$ cat src/rtl/hkv_queue.sv
// ----------------------------------------------------------------------------
// hkv_queue
// small first-in first-out queue of items
// ----------------------------------------------------------------------------
module hkv_queue #(
   parameter type item_type = logic,
   parameter int  DEPTH     = 2
) (
   input  logic     clock,
   input  logic     reset,
   input  logic     push,
   output logic     full,
   input  item_type push_data,
   input  logic     pop,
   output logic     empty,
   output item_type head
);
   localparam int PW = DEPTH > 1 ? $clog2(DEPTH) : 1;
   localparam int CW = $clog2(DEPTH + 1);

   item_type        mem_ff [DEPTH];
   logic [PW-1:0]   wp_ff, wp_in, rp_ff, rp_in;
   logic [CW-1:0]   cnt_ff, cnt_in;
   logic            do_push, do_pop;

   assign full    = cnt_ff == CW'(DEPTH);
   assign empty   = cnt_ff == '0;
   assign do_push = push && !full;
   assign do_pop  = pop && !empty;
   assign head    = mem_ff[rp_ff];

   always_comb begin
      wp_in  = wp_ff;
      rp_in  = rp_ff;
      cnt_in = cnt_ff;
      if (do_push) begin
         wp_in = (wp_ff == PW'(DEPTH - 1)) ? '0 : wp_ff + 1'b1;
      end
      if (do_pop) begin
         rp_in = (rp_ff == PW'(DEPTH - 1)) ? '0 : rp_ff + 1'b1;
      end
      if (do_push && !do_pop) begin
         cnt_in = cnt_ff + 1'b1;
      end else if (do_pop && !do_push) begin
         cnt_in = cnt_ff - 1'b1;
      end
   end

   always_ff @(posedge clock) begin
      if (reset) begin
         wp_ff  <= '0;
         rp_ff  <= '0;
         cnt_ff <= '0;
      end else begin
         wp_ff  <= wp_in;
         rp_ff  <= rp_in;
         cnt_ff <= cnt_in;
      end
   end

   always_ff @(posedge clock) begin
      if (do_push) begin
         mem_ff[wp_ff] <= push_data;
      end
   end
endmodule

$ cat config.mk
export PLATFORM = sky130hd
export DESIGN_NAME = hkv_queue
export DESIGN_NICKNAME = d
export VERILOG_FILES = /design/src/rtl/hkv_queue.sv
export SDC_FILE = /design/constraint.sdc
export NUM_CORES = 1
export LEC_CHECK = 0
export BUFFER_PORTS_ARGS = -buffer_cell sky130_fd_sc_hd__buf_2
export CAP_MARGIN = 20
export CELL_PAD_IN_SITES_DETAIL_PLACEMENT = 2
export CELL_PAD_IN_SITES_GLOBAL_PLACEMENT = 2
export CORE_AREA = 3 3 40 42
export DETAILED_ROUTE_END_ITERATION = 8
export DIE_AREA = 0 0 43 45
export PLACE_DENSITY = 0.59
export SLEW_MARGIN = 20
export SYNTH_ARGS = -nofsm -noshare
export SYNTH_HDL_FRONTEND = slang
export SYNTH_SLANG_ARGS = --single-unit
$ cat constraint.sdc
create_clock -name clock -period 2.5 [get_ports clock]
set_input_delay 0.125 -clock clock [delete_from_list [all_inputs] [get_ports clock]]
set_output_delay 0.125 -clock clock [all_outputs]
set_load 0.03 [all_outputs]
==> results of run 1 <==
==> worst paths after layout <==
check	slack, ns	cells past startpoint	start	endpoint
setup / recovery	0.95	5	cnt_ff[1]	cnt_ff[1]
hold / removal	0.05	1	push_data	mem_ff[0]
setup reg to reg	0.95	5	cnt_ff[1]	cnt_ff[1]
hold reg to reg	0.49	2	wp_ff	wp_ff
==> worst register-to-register path, stage by stage, from the launching register on <==
cell	delay (ns)
dfxtp_1	0.38
nor2b_2	0.21
nor2_1	0.08
ha_1	0.31
or3_1	0.36
a21oi_1	0.14
==> cell usage after synthesis (all sizes together) <==
library cell  n
xor2          3
mux2          1
or3           2
inv           2
edfxtp        2
dfxtp         5
nor2          5
a21oi         2
nor2b         1
and2          1
o21ai         3
ha            1
==> through the flow <==
step,util (%),worst slack [ns]
6_report,28.72,0.9460
3_3_place_gp,26.68,1.001
2_1_floorplan,-,0.8512
3_5_place_dp,26.68,0.9466
4_1_cts,28.72,0.9249
5_1_grt,28.72,0.7554
==> logic make-up after synthesis <==
kind of cell,count (synthesis),synth area share (%)
AO/OA/AOI/OAI,5,8.657
XOR/XNOR,3,9.093
adder cells (fa/ha/maj),1,4.328
buffers and inverters,2,2.598
flip-flops,7,55.41
multiplexers,1,3.896
AND/OR/NAND/NOR,9,16.02
==> cell usage in the layout, fill, tap and decap left out, drive strengths merged <==
master and n:
a21oi 2, and2 1, buf 7, clkbuf 4, dfxtp 5, edfxtp 2
ha 1, inv 2, mux2 1, nor2 5, nor2b 1, o21ai 3
or3 2, xor2 3
==> power by group through the flow <==
stage               Sequential (mW)  Combinational (mW)  Clock (mW)
CTS                           0.179               0.192       0.120
global placement              0.178               0.181           0
global route                  0.185               0.216       0.125
floorplan                     0.173               0.146           0
finish                        0.177               0.188       0.109
detailed placement            0.181               0.192           0
==> area by class of cell <==
type	instances	area [um2]
Sequential cell	7	160.2
Tap cell	15	18.77
Clock buffer	4	26.28
Multi-Input combinational cell	19	121.4
Fill cell	152	915.9
Inverter	2	7.507
Timing Repair Buffer	7	35.03
==> layer usage <==
layer  GRT usage, %  part of all wire [%]
met2          14.07                    47
met3          6.375                   8.9
met5              0                     0
met4          9.036                   5.7
met1          8.516                    38
==> flow_summary.json, run 1 <==
{
  "status": "completed",
  "ys_seq_area_share_pct": 55.41,
  "p_sw_share_pct": 39.70,
  "max_stage_delay_ns": 0.38,
  "hold_buffers": 0,
  "synthDistinctLibCells": 12,
  "worstPathCellList": "nor2b_2 > nor2_1 > ha_1 > or3_1 > a21oi_1",
  "synth_area_leaders": "dfxtp_1 (35%), edfxtp_1 (21%), xor2_1 (9.1%), nor2_1 (6.5%), o21ai_0 (5.2%)",
  "path_delay_family": "simple AND/OR/NAND/NOR gates",
  "p_switching_mw": 0.1882,
  "timing_worst_setup_path_type": "register to register",
  "tightest_slew_ns": 0.2912,
  "placed_cells": 50,
  "track_usage_pct": 9.440,
  "portBuffers": 7,
  "first_iter_violations": 0,
  "dp_hpwl_um": 480.9,
  "p_comb_share_pct": 39.6,
  "p_per_area_mw_per_mm2": 1284,
  "slew_headroom_pct": 80.38,
  "final_area_um2": 369.1,
  "hold_class": "input pin to register",
  "cp-start-kind": "register",
  "yosysTopAreaCell": "dfxtp_1",
  "wire_per_inst_um": 11.63,
  "fin_crit_ns": 1.554,
  "slew_violations": 0,
  "synthCells": 28,
  "fin_crit_sh_pct": 62.16,
  "max-vdd-ir-drop_v": 0.0004347,
  "path_max_fanout": 5,
  "cp.arrival_ns": 1.75,
  "nets": 46,
  "p_total_mw": 0.4740,
  "grt_pass1_vias": 265,
  "cts_resized": 0,
  "die_height_um": 45,
  "setup_viol": 0,
  "place.gp.congestion": 0.7268,
  "htreeDepth": 1,
  "max_cap_viol_count": 0,
  "clock-root-buffer": "clkbuf_4",
  "synth.ff_latch_count": 7,
  "num_rows": 13,
  "die_area_mm2": 0.001935,
  "leakagePower_nw": 0.1663,
  "max_freq_mhz": 643.5,
  "placed_cell_area_um2": 342.8,
  "layoutNonFillerInstCount": 54,
  "grt_antenna_before_repair": 0,
  "final_antenna_net_count": 0,
  "end_kind": "register",
  "die_x_um": 43,
  "clkPwrFrac_pct": 23.0,
  "slowest_stage": "dfxtp_1",
  "firstDrtPassIters": 1,
  "cts_tree": "built",
  "start_util_pct": 22.49,
  "vias": 237,
  "setup_tns_ns": 0,
  "cts_buffer_depth": 2,
  "seqPwrFrac_pct": 37.4,
  "path_clk_slew_ns": 0.06,
  "hold_viol": 0,
  "totalWireLength_um": 628,
  "viasPerCell": 4.389,
  "syn_avg_cell_area_um2": 10.32,
  "hold-worst-slack_ns": 0.05365,
  "grt_overflow": 0,
  "syn_area_um2": 289.0,
  "clkSinkCount": 7,
  "finalClockSkew_ns": 0.002550,
  "grt_max_degree": 6,
  "grt_pass1_wl_mm": 1.193,
  "ys_warn_count": 0,
  "required_ns": 2.70,
  "ioPinCount": 8,
  "cts_buffers": 3,
  "synth.top_cell.area_share_pct": 34.63,
  "synth_nets": 34,
  "antenna_cells": 0,
  "areaGrowthSynthToFinish_pct": 27.71,
  "drc_errors": 0,
  "insertion_delay_ns": 0.26,
  "path_buf_inv": 0,
  "intPower_mw": 0.2859,
  "post_cts_buffers": 0,
  "rsz0062_at_grt": "false",
  "drive_gt1_share_pct": 30.77,
  "core_area_mm2": 0.001285
}
No activity file was read; power rests on OpenSTA's default activity.
==> run 2, diff against run 1 <==
--- a/config.mk
+++ b/config.mk
@@ -5,14 +5,15 @@
 export SDC_FILE = /design/constraint.sdc
 export NUM_CORES = 1
 export LEC_CHECK = 0
+export ABC_AREA = 1
 export BUFFER_PORTS_ARGS = -buffer_cell sky130_fd_sc_hd__buf_2
 export CAP_MARGIN = 20
 export CELL_PAD_IN_SITES_DETAIL_PLACEMENT = 2
 export CELL_PAD_IN_SITES_GLOBAL_PLACEMENT = 2
-export CORE_AREA = 3 3 40 42
+export CORE_MARGIN = 3
+export CORE_UTILIZATION = 23
 export DETAILED_ROUTE_END_ITERATION = 8
-export DIE_AREA = 0 0 43 45
-export PLACE_DENSITY = 0.59
+export PLACE_DENSITY = 0.66
 export SLEW_MARGIN = 20
 export SYNTH_ARGS = -nofsm -noshare
 export SYNTH_HDL_FRONTEND = slang
==> constraint.sdc (replaced) <==
create_clock -name clock -period 1.3 [get_ports clock]
set_input_delay 0.065 -clock clock [delete_from_list [all_inputs] [get_ports clock]]
set_output_delay 0.065 -clock clock [all_outputs]
set_load 0.03 [all_outputs]
==> flow_summary.json, run 2 <==
{
  "muxShareOfSynthArea_pct": 3.475,
  "antenna_cells": 0,
  "end_kind": "register",
  "tightest_slew_ns": 0.2286,
  "rr_worst_depth": 7,
  "areaGrowthSynthToFinish_pct": 58.69,
  "whs_path_depth": 4,
  "synth_top_family_by_area": "simple AND/OR/NAND/NOR gates",
  "setup_slack_ns": -0.0009673,
  "top_layer": "met4",
  "viasPerCell": 4.472,
  "yosysTopAreaCell": "dfxtp_1",
  "place.gp.congestion": 0.7606,
  "max-vdd-ir-drop_v": 0.0006970,
  "die_x_um": 43.54,
  "insertion_delay_ns": 0.27,
  "vias": 322,
  "num_rows": 12,
  "hold_viol": 0,
  "cp-start-kind": "register",
  "track_usage_pct": 12.97,
  "regArea_um2": 162.7,
  "nets": 65,
  "p_per_area_mw_per_mm2": 2505,
  "path_clk_slew_ns": 0.06,
  "synth-compound-area-share_pct": 11.58,
  "ioPinCount": 8,
  "synth_area_leaders": "dfxtp_1 (31%), edfxtp_1 (19%), nor2_1 (10%), inv_1 (6.9%), o21ai_2 (5.4%)",
  "path_delay_family": "flip-flops",
  "ys_seq_area_share_pct": 49.42,
  "hold_class": "input pin to register",
  "syn_avg_cell_area_um2": 8.102,
  "r2r-start": "cnt_ff[1]",
  "synthCells": 40,
  "fin_crit_sh_pct": 100.1,
  "synthDistinctLibCells": 16,
  "wire_per_inst_um": 14.83,
  "multi_input_area_um2": 175.2,
  "rsz0062_at_grt": "true",
  "dr_wl_met3_um": 38,
  "nFillCells": 146,
  "synthTopCellsByCount": "nor2_1 (9), inv_1 (6), dfxtp_1 (5)",
  "cts_buffers": 3,
  "synth_edf_count": 2,
  "hold-worst-slack_ns": 0.1100,
  "cts_buffer_depth": 2,
  "grt_overflow": 0,
  "final_antenna_net_count": 0,
  "final_util_pct": 42.28,
  "dp_hpwl_um": 696.5,
  "ys.flop_type": "dfxtp_1",
  "max_cap_viol_count": 0,
  "path_max_fanout": 3,
  "r2r_end": "cnt_ff[1]",
  "yosys.area_share.simple_pct": 21.24,
  "wl_met1_um": 429,
  "mostFrequentLayoutCells": "nor2_1 (8), buf_2 (7), buf_4 (5)",
  "core_area_mm2": 0.001216,
  "clkSinkCount": 7,
  "drive_gt1_share_pct": 56.90,
  "wl_met2_um": 555,
  "die_area_mm2": 0.001895,
  "synth.ff_latch_count": 7,
  "slew_violations": 0,
  "synth_nets": 46,
  "reg2reg_setup_slack_ns": -0.001,
  "worstPathCellList": "buf_6 > o21ai_4 > ha_4 > inv_4 > nand4_1 > nand2_1 > nor2_2",
  "final_common_cell": "nor2_1",
  "leakagePower_nw": 0.2341,
  "clock-root-buffer": "clkbuf_4",
  "worstHoldStart": "reset",
  "slew_headroom_pct": 84.60,
  "firstDrtPassIters": 1,
  "timing_worst_setup_path_type": "register to register",
  "holdPathEnd": "cnt_ff[0]",
  "cp.arrival_ns": 1.47,
  "cts_tree": "built",
  "max_freq_mhz": 768.7,
  "fin_crit_ns": 1.301,
  "ys_warn_count": 0,
  "path_buf_inv": 2,
  "syn_area_um2": 324.1,
  "status": "complete, but fails checks",
  "max_stage_delay_ns": 0.34,
  "start_util_pct": 26.65,
  "grt_max_degree": 5,
  "synth.top_cell.area_share_pct": 30.89,
  "grt_antenna_before_repair": 0,
  "setup_tns_ns": -0.0009673,
  "yosysMostFrequentCell": "nor2_1",
  "die_height_um": 43.54,
  "totalWireLength_mm": 1.068,
  "grt_pass1_vias": 359,
  "slowest_stage": "dfxtp_2",
  "drc_errors": 0,
  "synth-async-reset-ratio_pct": 0,
  "synth_fa_ha_area_share_pct": 3.861,
  "cp-startpoint": "cnt_ff[1]",
  "grt_pass1_wl_mm": 1.656,
  "htreeDepth": 1,
  "finalClockSkew_ns": 0.01190,
  "violations": "negative setup slack",
  "required_ns": 1.47,
  "first_iter_violations": 0,
  "synth_xor_area_share_pct": 0,
  "setup_viol": 1,
  "portBuffers": 7
}
-- run 2: cell types whose count changed after synthesis, sizes merged --
| cell | previous run | this run |
|---|---|---|
| a21oi | 2 | 1 |
| inv | 2 | 9 |
| nand2 | 0 | 4 |
| nand3 | 0 | 1 |
| nand4 | 0 | 1 |
| nor2 | 5 | 9 |
| nor2b | 1 | 0 |
| o21ai | 3 | 5 |
| or3 | 2 | 0 |
| xor2 | 3 | 0 |
-- run 2: metal layers --
layer	global-route usage, %	vias up
met5	0	-
met2	24.48	8
met3	3.734	5
met1	11.58	148
met4	9.036	0
li1	-	161
-- run 2: how the worst max path moves through the flow --
stage | end | depth (start not counted)
floorplan | cnt_ff[1] | 9
global placement | cnt_ff[1] | 9
detailed placement | cnt_ff[1] | 9
CTS | cnt_ff[1] | 9
global route | cnt_ff[1] | 8
finish | cnt_ff[1] | 7
-- run 2: what timing repair did --
action                                  CTS  global route
setup buffers                             2             0
endpoints found under the hold margin     1             0
hold buffers                              1             0
pin swaps                                 4             8
endpoints found under the setup margin    1             4
gates resized for setup                   5            11
-- run 2: layout make-up --
cell class                      instances  area share [%]
Clock buffer                            4           5.109
Inverter                                9           7.543
Multi-Input combinational cell         24           34.06
Sequential cell                         7           31.63
Tap cell                               14           3.406
Timing Repair Buffer                   14           18.25
-- run 2: cell families (layout without fill, tap and decap cells) --
kind of cell    count (synthesis)  count (layout)
compound gates                  6               6
fa+ha+maj                       1               1
buf+inv                         9              27
flops                           7               7
mux                             1               1
simple gates                   16              16
-- run 2: metrics by stage --
stage	total power, mW	cell area (um2)	instances	setup WS, ns
after floorplan	0.6598	324.1	40	0.01265
after global placement	0.8132	406.6	65	0.01709
after detailed placement	0.8666	406.6	65	-0.1095
after CTS	1.163	484.2	72	0.0006285
after global routing	1.393	514.2	72	-0.07065
final	1.288	514.2	72	-0.0009673
-- run 2: worst min-delay path, stage by stage --
cell and delay [ns]:
buf_2 0.07, inv_1 0.07, o21ai_0 0.09, a21oi_1 0.04
-- run 2: power by group --
group          switching (mW)  total, mW  internal (mW)
registers              0.0553      0.351          0.295
clock network          0.0951      0.213          0.118
logic                   0.419      0.724          0.305
