$ cat src/rtl/hkv_pkg.sv
// ----------------------------------------------------------------------------
// hkv_pkg
// shared types and constants of the hashed key-value table
// ----------------------------------------------------------------------------
package hkv_pkg;

   localparam logic [1:0] REQ_MATCH  = 2'd0;
   localparam logic [1:0] REQ_ENTER  = 2'd1;
   localparam logic [1:0] REQ_REMOVE = 2'd2;
   localparam logic [1:0] REQ_NONE   = 2'd3;

   localparam logic CSR_KEY_BYTES   = 1'b0;
   localparam logic CSR_BUCKET_BITS = 1'b1;

   localparam logic [3:0] KEY_BYTES_RESET   = 4'd4;
   localparam logic [3:0] BUCKET_BITS_RESET = 4'd10;

   localparam int BUCKET_IDX_BITS = 16;

   typedef struct packed {
      logic [1:0]  req_type;
      logic [63:0] key;
      logic [31:0] value;
   } req_item_type;

   typedef struct packed {
      logic        found;
      logic [31:0] value_out;
      logic        status;
   } rsp_item_type;

   typedef struct packed {
      logic [1:0]                 req_type;
      logic [63:0]                key;
      logic [31:0]                value;
      logic [63:0]                key_mask;
      logic [BUCKET_IDX_BITS-1:0] bucket;
   } work_item_type;

   typedef enum logic [1:0] {
      ST_CLEAR,
      ST_IDLE,
      ST_EVAL
   } back_state_type;

endpackage

$ cat src/rtl/hkv_front.sv
// ----------------------------------------------------------------------------
// hkv_front
// request intake: config registers, key hash and bucket selection
// ----------------------------------------------------------------------------
module hkv_front #(
   parameter int BUCKETS = 1024
) (
   input  logic                  clock,
   input  logic                  reset,
   input  logic                  req_push,
   output logic                  req_full,
   input  hkv_pkg::req_item_type req_data,
   input  logic                  csr_we,
   input  logic                  csr_index,
   input  logic [3:0]            csr_wdata,
   input  logic                  hold,
   input  logic                  q_full,
   output logic                  q_push,
   output hkv_pkg::work_item_type q_data
);
   import hkv_pkg::*;

   logic [3:0]    key_bytes_ff, bucket_bits_ff;
   logic [3:0]    eff;
   logic [63:0]   km;
   logic [31:0]   h, bmask;
   logic          s1_v_ff, s2_v_ff, s1_ready, s2_ready, accept;
   work_item_type s1_ff, s1_in, s2_ff, s2_in;

   function automatic logic [15:0] reduce_hi(logic [15:0] r);
      for (int i = 15; i >= 8; i--) begin
         if (33'(r) >= (33'(BUCKETS) << i)) begin
            r = r - 16'(33'(BUCKETS) << i);
         end
      end
      return r;
   endfunction

   function automatic logic [15:0] reduce_lo(logic [15:0] r);
      for (int i = 7; i >= 0; i--) begin
         if (33'(r) >= (33'(BUCKETS) << i)) begin
            r = r - 16'(33'(BUCKETS) << i);
         end
      end
      return r;
   endfunction

   always_ff @(posedge clock) begin
      if (reset) begin
         key_bytes_ff   <= KEY_BYTES_RESET;
         bucket_bits_ff <= BUCKET_BITS_RESET;
      end else if (csr_we) begin
         case (csr_index)
            CSR_KEY_BYTES:   key_bytes_ff   <= csr_wdata;
            CSR_BUCKET_BITS: bucket_bits_ff <= csr_wdata;
            default: ;
         endcase
      end
   end

   // hash of the key under the current key size
   always_comb begin
      eff = (key_bytes_ff > 4'd8) ? 4'd8 : key_bytes_ff;
      km  = (eff >= 4'd8) ? '1 : (64'd1 << {eff[2:0], 3'b000}) - 64'd1;
      h   = '0;
      if (eff inside {4'd1, 4'd2, 4'd4}) begin
         h = km[31:0] & req_data.key[31:0];
      end else if (eff == 4'd8) begin
         h = req_data.key[31:0] + req_data.key[63:32];
      end else begin
         for (int i = 7; i >= 0; i--) begin
            if (4'(i) < eff) begin
               h = {h[27:0], h[31:28]} + {24'd0, req_data.key[8*i +: 8]};
            end
         end
      end
      bmask = (32'd1 << bucket_bits_ff) - 32'd1;
      s1_in.req_type = req_data.req_type;
      s1_in.key      = req_data.key;
      s1_in.value    = req_data.value;
      s1_in.key_mask = km;
      s1_in.bucket   = 16'(h & bmask);
   end

   always_comb begin
      s2_in        = s1_ff;
      s2_in.bucket = reduce_hi(s1_ff.bucket);
      q_data        = s2_ff;
      q_data.bucket = reduce_lo(s2_ff.bucket);
   end

   assign s2_ready = !s2_v_ff || !q_full;
   assign s1_ready = !s1_v_ff || s2_ready;
   assign req_full = !s1_ready || hold;
   assign accept   = req_push && !req_full;
   assign q_push   = s2_v_ff && !q_full;

   always_ff @(posedge clock) begin
      if (reset) begin
         s1_v_ff <= 1'b0;
         s2_v_ff <= 1'b0;
      end else begin
         if (s1_ready) begin
            s1_v_ff <= accept;
         end
         if (s2_ready) begin
            s2_v_ff <= s1_v_ff;
         end
      end
   end

   always_ff @(posedge clock) begin
      if (s1_ready && accept) begin
         s1_ff <= s1_in;
      end
      if (s2_ready && s1_v_ff) begin
         s2_ff <= s2_in;
      end
   end
endmodule

$ cat config.mk
export PLATFORM = sky130hd
export DESIGN_NAME = hkv_front
export DESIGN_NICKNAME = d
export VERILOG_FILES = /design/src/rtl/hkv_pkg.sv /design/src/rtl/hkv_front.sv
export SDC_FILE = /design/constraint.sdc
export NUM_CORES = 1
export LEC_CHECK = 0
export BUFFER_PORTS_ARGS = -buffer_cell sky130_fd_sc_hd__buf_2
export CAP_MARGIN = 10
export CORE_ASPECT_RATIO = 1.1
export CORE_UTILIZATION = 51
export CTS_CLUSTER_SIZE = 24
export DETAILED_ROUTE_END_ITERATION = 10
export PLACE_DENSITY = 0.83
export SLEW_MARGIN = 5
export SYNTH_ARGS = -nofsm -noshare
export SYNTH_HDL_FRONTEND = slang
export SYNTH_SLANG_ARGS = --single-unit
$ cat constraint.sdc
create_clock -name clock -period 12.6 [get_ports clock]
set_clock_uncertainty 0.1 [all_clocks]
set_input_delay 2.52 -clock clock [delete_from_list [all_inputs] [get_ports clock]]
set_output_delay 2.52 -clock clock [all_outputs]
set_load 0.02 [all_outputs]
==> metrics.txt, run 1 <==
drt wl/cell=17.8 um; pin count of the biggest net entering global routing=72; Max IR drop VDD=0.0942 mV; cts repair resizes=0; Synth Instances=1224; actual slew at the worst max-slew pin=911 ps; number of nets with antenna violations after routing=0; Crit Path Category=in -> reg; HP Class=reg -> reg; drt drc=0; period utilization=86.1%; R2R cell count=43; synthesized flop and latch total=264; gr usage total=20.9%; timing-limited maximum frequency=0.0922 GHz; share of cells above drive strength 1=27.9%; I/O pins=289; PortBufs=288; first-pass GRT wire length=47100 um; Die Wd=163 um; P_leak=6.22 nW; final worst slack=1750 ps; max incr delay on CP=650 ps; count leader, synth=edfxtp_1; setup TNS=0 ps; post-synthesis cell type count=89; Tmin final=10850 ps; synthesized cell area=14500 um^2; top_reg_cell synth=edfxtp_1; YS warnings=0; Synth Area in Compound Gates=10.7%; CP delay by family, top=simple AND/OR/NAND/NOR gates; top cell type by total area after synthesis=edfxtp_1; nets=1531; cts-stage hold buffer count=0; TritonRoute pass-1 iters=7; required time of the critical path=12800 ps; Worst Setup End Kind=register; # setup viols final=0; worst slack at placement=1410 ps; H-tree Lvls=1; initial DRC count=591; starting density of the core=52.1%; Max-slew headroom=39.3%; Worst-path clk slew=60 ps; Simple-Gate Fraction of Synth Area=12.2%; Final Util=57.4%; RSZ-0062 raised after global routing=false; Hold Vio Cnt, Final=0; synth-to-layout area growth=10.2%; buffer count from post-CTS setup fixing=0; die area=29100 um^2; Critical path buffers and inverters=3; XOR/XNOR Fraction of Synth Area=4.95%; CP startpoint kind=input pin; Synth top area share=52.6%; max-cap violations=0; ys async rst share=0%; Mapped Avg Cell Area=11.9 um^2; GPL Wtd Cong=0.935; Routed WL=30900 um; Slew Viols, Final=0; initial antenna violation count=3; CTS tree=yes; top cells by area, synth=edfxtp_1 53%, buf_4 8.9%, ha_1 5.1%, xnor2_1 2.7%, a21oi_1 2.2%; clk root buf=clkbuf_16; critical path fanouts, max=4; WP depth=41; Num CTS Buffers=26; height of the die=179 um; Worst-Skew Late Latency=530 ps; Slowest-stage cell, CP=or4b_2; vias in the first global route=9069; largest family of logic cells by synthesized area=simple AND/OR/NAND/NOR gates; hold depth=0; core region area=27900 um^2; vias per cell=5.43; remaining global-route overflow=0; WP data arrival=11050 ps; routed vias=9441; site row count=64; status=complete, no violations; maximum root-to-sink buffer count=3; Synth top cells by count=254 x edfxtp_1, 172 x buf_4, 68 x nor2_1; adder-cell share of the synthesized area=6.19%; register area share after synthesis=53.9%; EDFF count, synth=254; Pwr Density=132 nW/um^2; DPL Wire Length=23200 um; mux share of post-synthesis cell area=1.07%; CTS sink count=264
metrics by stage:
step	hold slack (ps)	cells	power (mW)	area, um^2
detailed placement	305	1690	1.33	15100
floorplan	300	1227	1.26	14500
finish	314	1738	2.11	16000
CTS	316	1736	2.13	16000
global route	319	1737	2.19	16000
global placement	300	1690	1.33	15100
layout by cell type, fill, tap and decap left out, drive strengths merged, types with 8 or more instances in the layout:
cell type  instances
nand3             37
mux2i             14
a21oi             65
nor2b             10
and3              12
a211oi            12
fa                 8
ha                59
and2              30
nor4              11
inv               53
o21a               8
a21o              15
nand4             10
nor2              71
or2                9
nand2b            16
clkbuf            34
edfxtp           254
buf              293
dfxtp             10
o21ai             42
o21bai             8
xor2              29
nand2             57
a31oi             11
xnor2             47
nor3              34
power by group:
part	total [mW]	switching, mW	internal, mW
Combinational	0.303	0.192	0.111
Sequential	1.02	0.0135	1.00
Clock	0.794	0.322	0.472
Total	2.11	0.528	1.58
cells by family after synthesis:
| family | count (synthesis) |
|---|---|
| AOI/OAI and AO/OA | 223 |
| xor gates and xnor gates | 77 |
| buffers and inverters | 246 |
| and+or+nand+nor | 330 |
| adders and majority gates | 67 |
| muxes | 15 |
| other | 2 |
| DFF | 264 |
flip-flops by register name, summed over array words and instances (netlist names):
register,flops
s1_ff,127
bucket_bits_ff,4
s2_ff,15
s1_v_ff,1
s2_v_ff,1
q_data,112
key_bytes_ff,4
worst register-to-register path, delay by kind of cell, from the launching register on:
family,cells,cell delay (ps)
adders and majority gates,5,1530
and+or+nand+nor,12,2590
buffers and inverters,4,780
DFF,1,400
AOI/OAI and AO/OA,19,3420
muxes,1,580
xor gates and xnor gates,2,370
worst paths after layout:
kind,start,to,slack (ps)
worst min-delay path,s1_ff[162]$_DFFE_PP_,q_data[162]$_DFFE_PP_,310
worst min register to register,s1_ff[162]$_DFFE_PP_,q_data[162]$_DFFE_PP_,310
worst max register to register,key_bytes_ff[3]$_SDFFE_PP0P_,s1_ff[14]$_DFFE_PP_,2610
worst max-delay path,req_data[88],s1_ff[14]$_DFFE_PP_,1750
final cells by class:
cell class                 count  area, um^2
antenna                        2        5.00
clock buffer                  34         732
clock inverter                12         158
fill                        2295       11900
inverter                      53         199
multi-input combinational    717        5130
sequential                   264        7830
tap                          363         454
timing repair buffer         293        1480
metal layers:
layer / GRT usage, % / wire (um) / vias to the layer above
li1: - / - / 4569
met1: 24.1 / 12200 / 4488
met2: 39.3 / 16300 / 321
met3: 3.19 / 1600 / 61
met4: 6.31 / 828 / 2
met5: 0 / 15 / -
(Power assumes the default switching activity.)
==> run 2: changes to the inputs <==
--- a/config.mk
+++ b/config.mk
@@ -12,6 +12,7 @@
 export CTS_CLUSTER_SIZE = 24
 export DETAILED_ROUTE_END_ITERATION = 10
 export PLACE_DENSITY = 0.83
+export RECOVER_POWER = 100
 export SLEW_MARGIN = 5
 export SYNTH_ARGS = -nofsm -noshare
 export SYNTH_HDL_FRONTEND = slang
==> run 2 against run 1 <==
Against the previous run: the flow now finishes with violations (max-capacitance violations, max-slew violations); highest routed layer unchanged; sequential cell count unchanged; clock power is essentially flat; final area down 2.3%; critical path depth is 1 lower; setup slack lost 340 ps; combinational power is 3% lower.
==> metrics.txt, run 2 (same netlist as run 1, synthesis figures left out) <==
setup TNS=0 ps (unchanged); period utilization=88.8% (+2.7 points); critical path's most frequent cell=a21oi_1; Max-slew headroom=-157% (-200 points); FF-to-FF Start=key_bytes_ff[1]$_SDFFE_PP0P_; Worst-path clk slew=60 ps (about the same); P_sw=0.527 mW (-0.22%); cts-stage hold buffer count=0 (unchanged); Hold Vio Cnt, Final=0 (unchanged); reg-to-reg endpoint=s1_ff[14]$_DFFE_PP_; P_leak=5.56 nW (-11%); Clock Power Share=37.7% (about the same); die area=29100 um^2 (unchanged); clk root buf=clkbuf_16; routed vias=9489 (+0.51%); initial DRC count=546 (-7.6%); commonest non-fill, non-tap cells in the layout=254 x edfxtp_1, 240 x clkbuf_1, 70 x nor2_1; share of cells above drive strength 1=9.91% (-18 points); H-tree Lvls=1 (unchanged); Final Util=56.1% (-1.3 points); Pwr Density=135 nW/um^2 (+2.0%); height of the die=179 um (unchanged); required time of the critical path=12810 ps (about the same); largest reg by FF count=s1_ff; DPL Wire Length=23200 um (unchanged); r2r setup slk=1800 ps (-810 ps); WHS Endpoint=q_data[162]$_DFFE_PP_; final cell count without fillers=1736 (-0.12%); hold depth=0 (unchanged); vias in the first global route=9069 (unchanged); max incr delay on CP=650 ps (about the same); sequential cell area=7830 um^2 (unchanged); Max IR drop VDD=0.0939 mV (-0.29%); Tmin final=11190 ps (+342 ps); Crit Path Category=in -> reg; max reg flops=127 (unchanged); vias per cell=5.47 (+0.62%); remaining global-route overflow=0 (unchanged); I/O pins=289 (unchanged); Int Power=1.58 mW (-0.29%); ANT cells=0 (-2); core region area=27900 um^2 (unchanged); R2R cell count=41 (-4.7%); combinational share of power=14.0% (-0.4 points); starting density of the core=52.1% (unchanged); Fill cells=2454 (+6.9%); number of nets with antenna violations after routing=0 (unchanged); nets=1531 (unchanged); max-cap violations=4 (+4); gr usage total=20.9% (unchanged); Fin Hold WS=313 ps (-0.320 ps); PortBufs=288 (unchanged); actual slew at the worst max-slew pin=3860 ps (+2950 ps); TritonRoute pass-1 iters=8 (+1); Die Wd=163 um (unchanged); Pwr Total=2.11 mW (-0.27%); WP data arrival=11400 ps (+350 ps); site row count=64 (unchanged); maximum root-to-sink buffer count=3 (unchanged); GPL Wtd Cong=0.935 (unchanged); buffer count from post-CTS setup fixing=0 (unchanged); Worst Setup End Kind=register; switching part of the total=25.0% (about the same); timing-limited maximum frequency=0.0894 GHz (-3.1%); CP startpoint kind=input pin; synth-to-layout area growth=7.67%; Routed WL=31100 um (+0.67%); first-pass GRT wire length=47100 um (unchanged); Num CTS Buffers=26 (unchanged); initial antenna violation count=1 (-2); global routing usage on met1=24.1% (unchanged); hold path start=s1_ff[162]$_DFFE_PP_; busiest grt layer=met2; Slew Viols, Final=260 (+260); HP Class=reg -> reg; Slowest-stage cell, CP=or4b_2; power share of the sequential group=48.4% (+0.3 points); drt drc=0 (unchanged); Worst-Skew Late Latency=530 ps (about the same); critical path fanouts, max=5 (+1); status=finished with violations; met3 Resource Use GR=3.19% (unchanged); M2 GR Usage=39.3% (unchanged); CTS sink count=264 (unchanged); area of the multi-input gates=5080 um^2 (-1.0%); drt wl/cell=17.9 um (+0.79%); failing checks=max-capacitance violations, max-slew violations; most common cell after layout, fill and taps aside=edfxtp_1; RSZ-0062 raised after global routing=false; cts repair resizes=0 (unchanged); # setup viols final=0 (unchanged); CTS tree=yes; placed cell count=1690 (unchanged); pin count of the biggest net entering global routing=72 (unchanged)
-- run 2: changes by cell type in the layout (fill, tap and decap cells not counted), sizes merged --
cell,change
buf,-236
clkbuf,+236
diode,-2
-- run 2: worst max-delay path by stage --
stage,cells past startpoint,start,slack [ps],end
after global placement,41,req_data[88],1570,s1_ff[12]$_DFFE_PP_
after global routing,41,req_data[72],600,s1_ff[14]$_DFFE_PP_
after detailed placement,41,req_data[88],1410,s1_ff[12]$_DFFE_PP_
after floorplan,40,req_data[88],2190,s1_ff[12]$_DFFE_PP_
after CTS,41,req_data[88],1840,s1_ff[14]$_DFFE_PP_
final,40,req_data[68],1410,s1_ff[14]$_DFFE_PP_
-- run 2: power groups by stage --
stage / Sequential, mW / Clock, mW / Combinational (mW)
after global routing: 1.02 / 0.840 / 0.323
after floorplan: 1.03 / 0 / 0.224
final: 1.02 / 0.794 / 0.295
after global placement: 1.03 / 0 / 0.295
after detailed placement: 1.03 / 0 / 0.301
after CTS: 1.02 / 0.811 / 0.302
-- run 2: metal layers --
metal	part of all wire [%]	vias up
met4	2.7	2
li1	-	4564
met5	0.048	-
met2	53	336
met3	5.5	61
met1	39	4526
-- run 2: metrics by stage --
stage | cell area, um^2 | setup WS [ps]
floorplan | 14500 | 2190
global placement | 15100 | 1570
detailed placement | 15100 | 1410
CTS | 16000 | 1840
global route | 15600 | 595
finish | 15600 | 1410
-- run 2: layout make-up --
| cell class | count | share of cell area, % |
|---|---|---|
| Multi-Input combinational cell | 717 | 32.5 |
| Inverter | 53 | 1.27 |
| Clock buffer | 34 | 4.68 |
| Timing Repair Buffer | 293 | 7.53 |
| Clock inverter | 12 | 1.01 |
| Tap cell | 363 | 2.91 |
| Sequential cell | 264 | 50.1 |
-- run 2: critical path, delay by kind of cell --
family | cells | cell delay [ps]
compound gates | 19 | 3870
xor+xnor | 2 | 400
fa+ha+maj | 5 | 1600
buf+inv | 3 | 390
mux | 1 | 290
simple gates | 10 | 2330
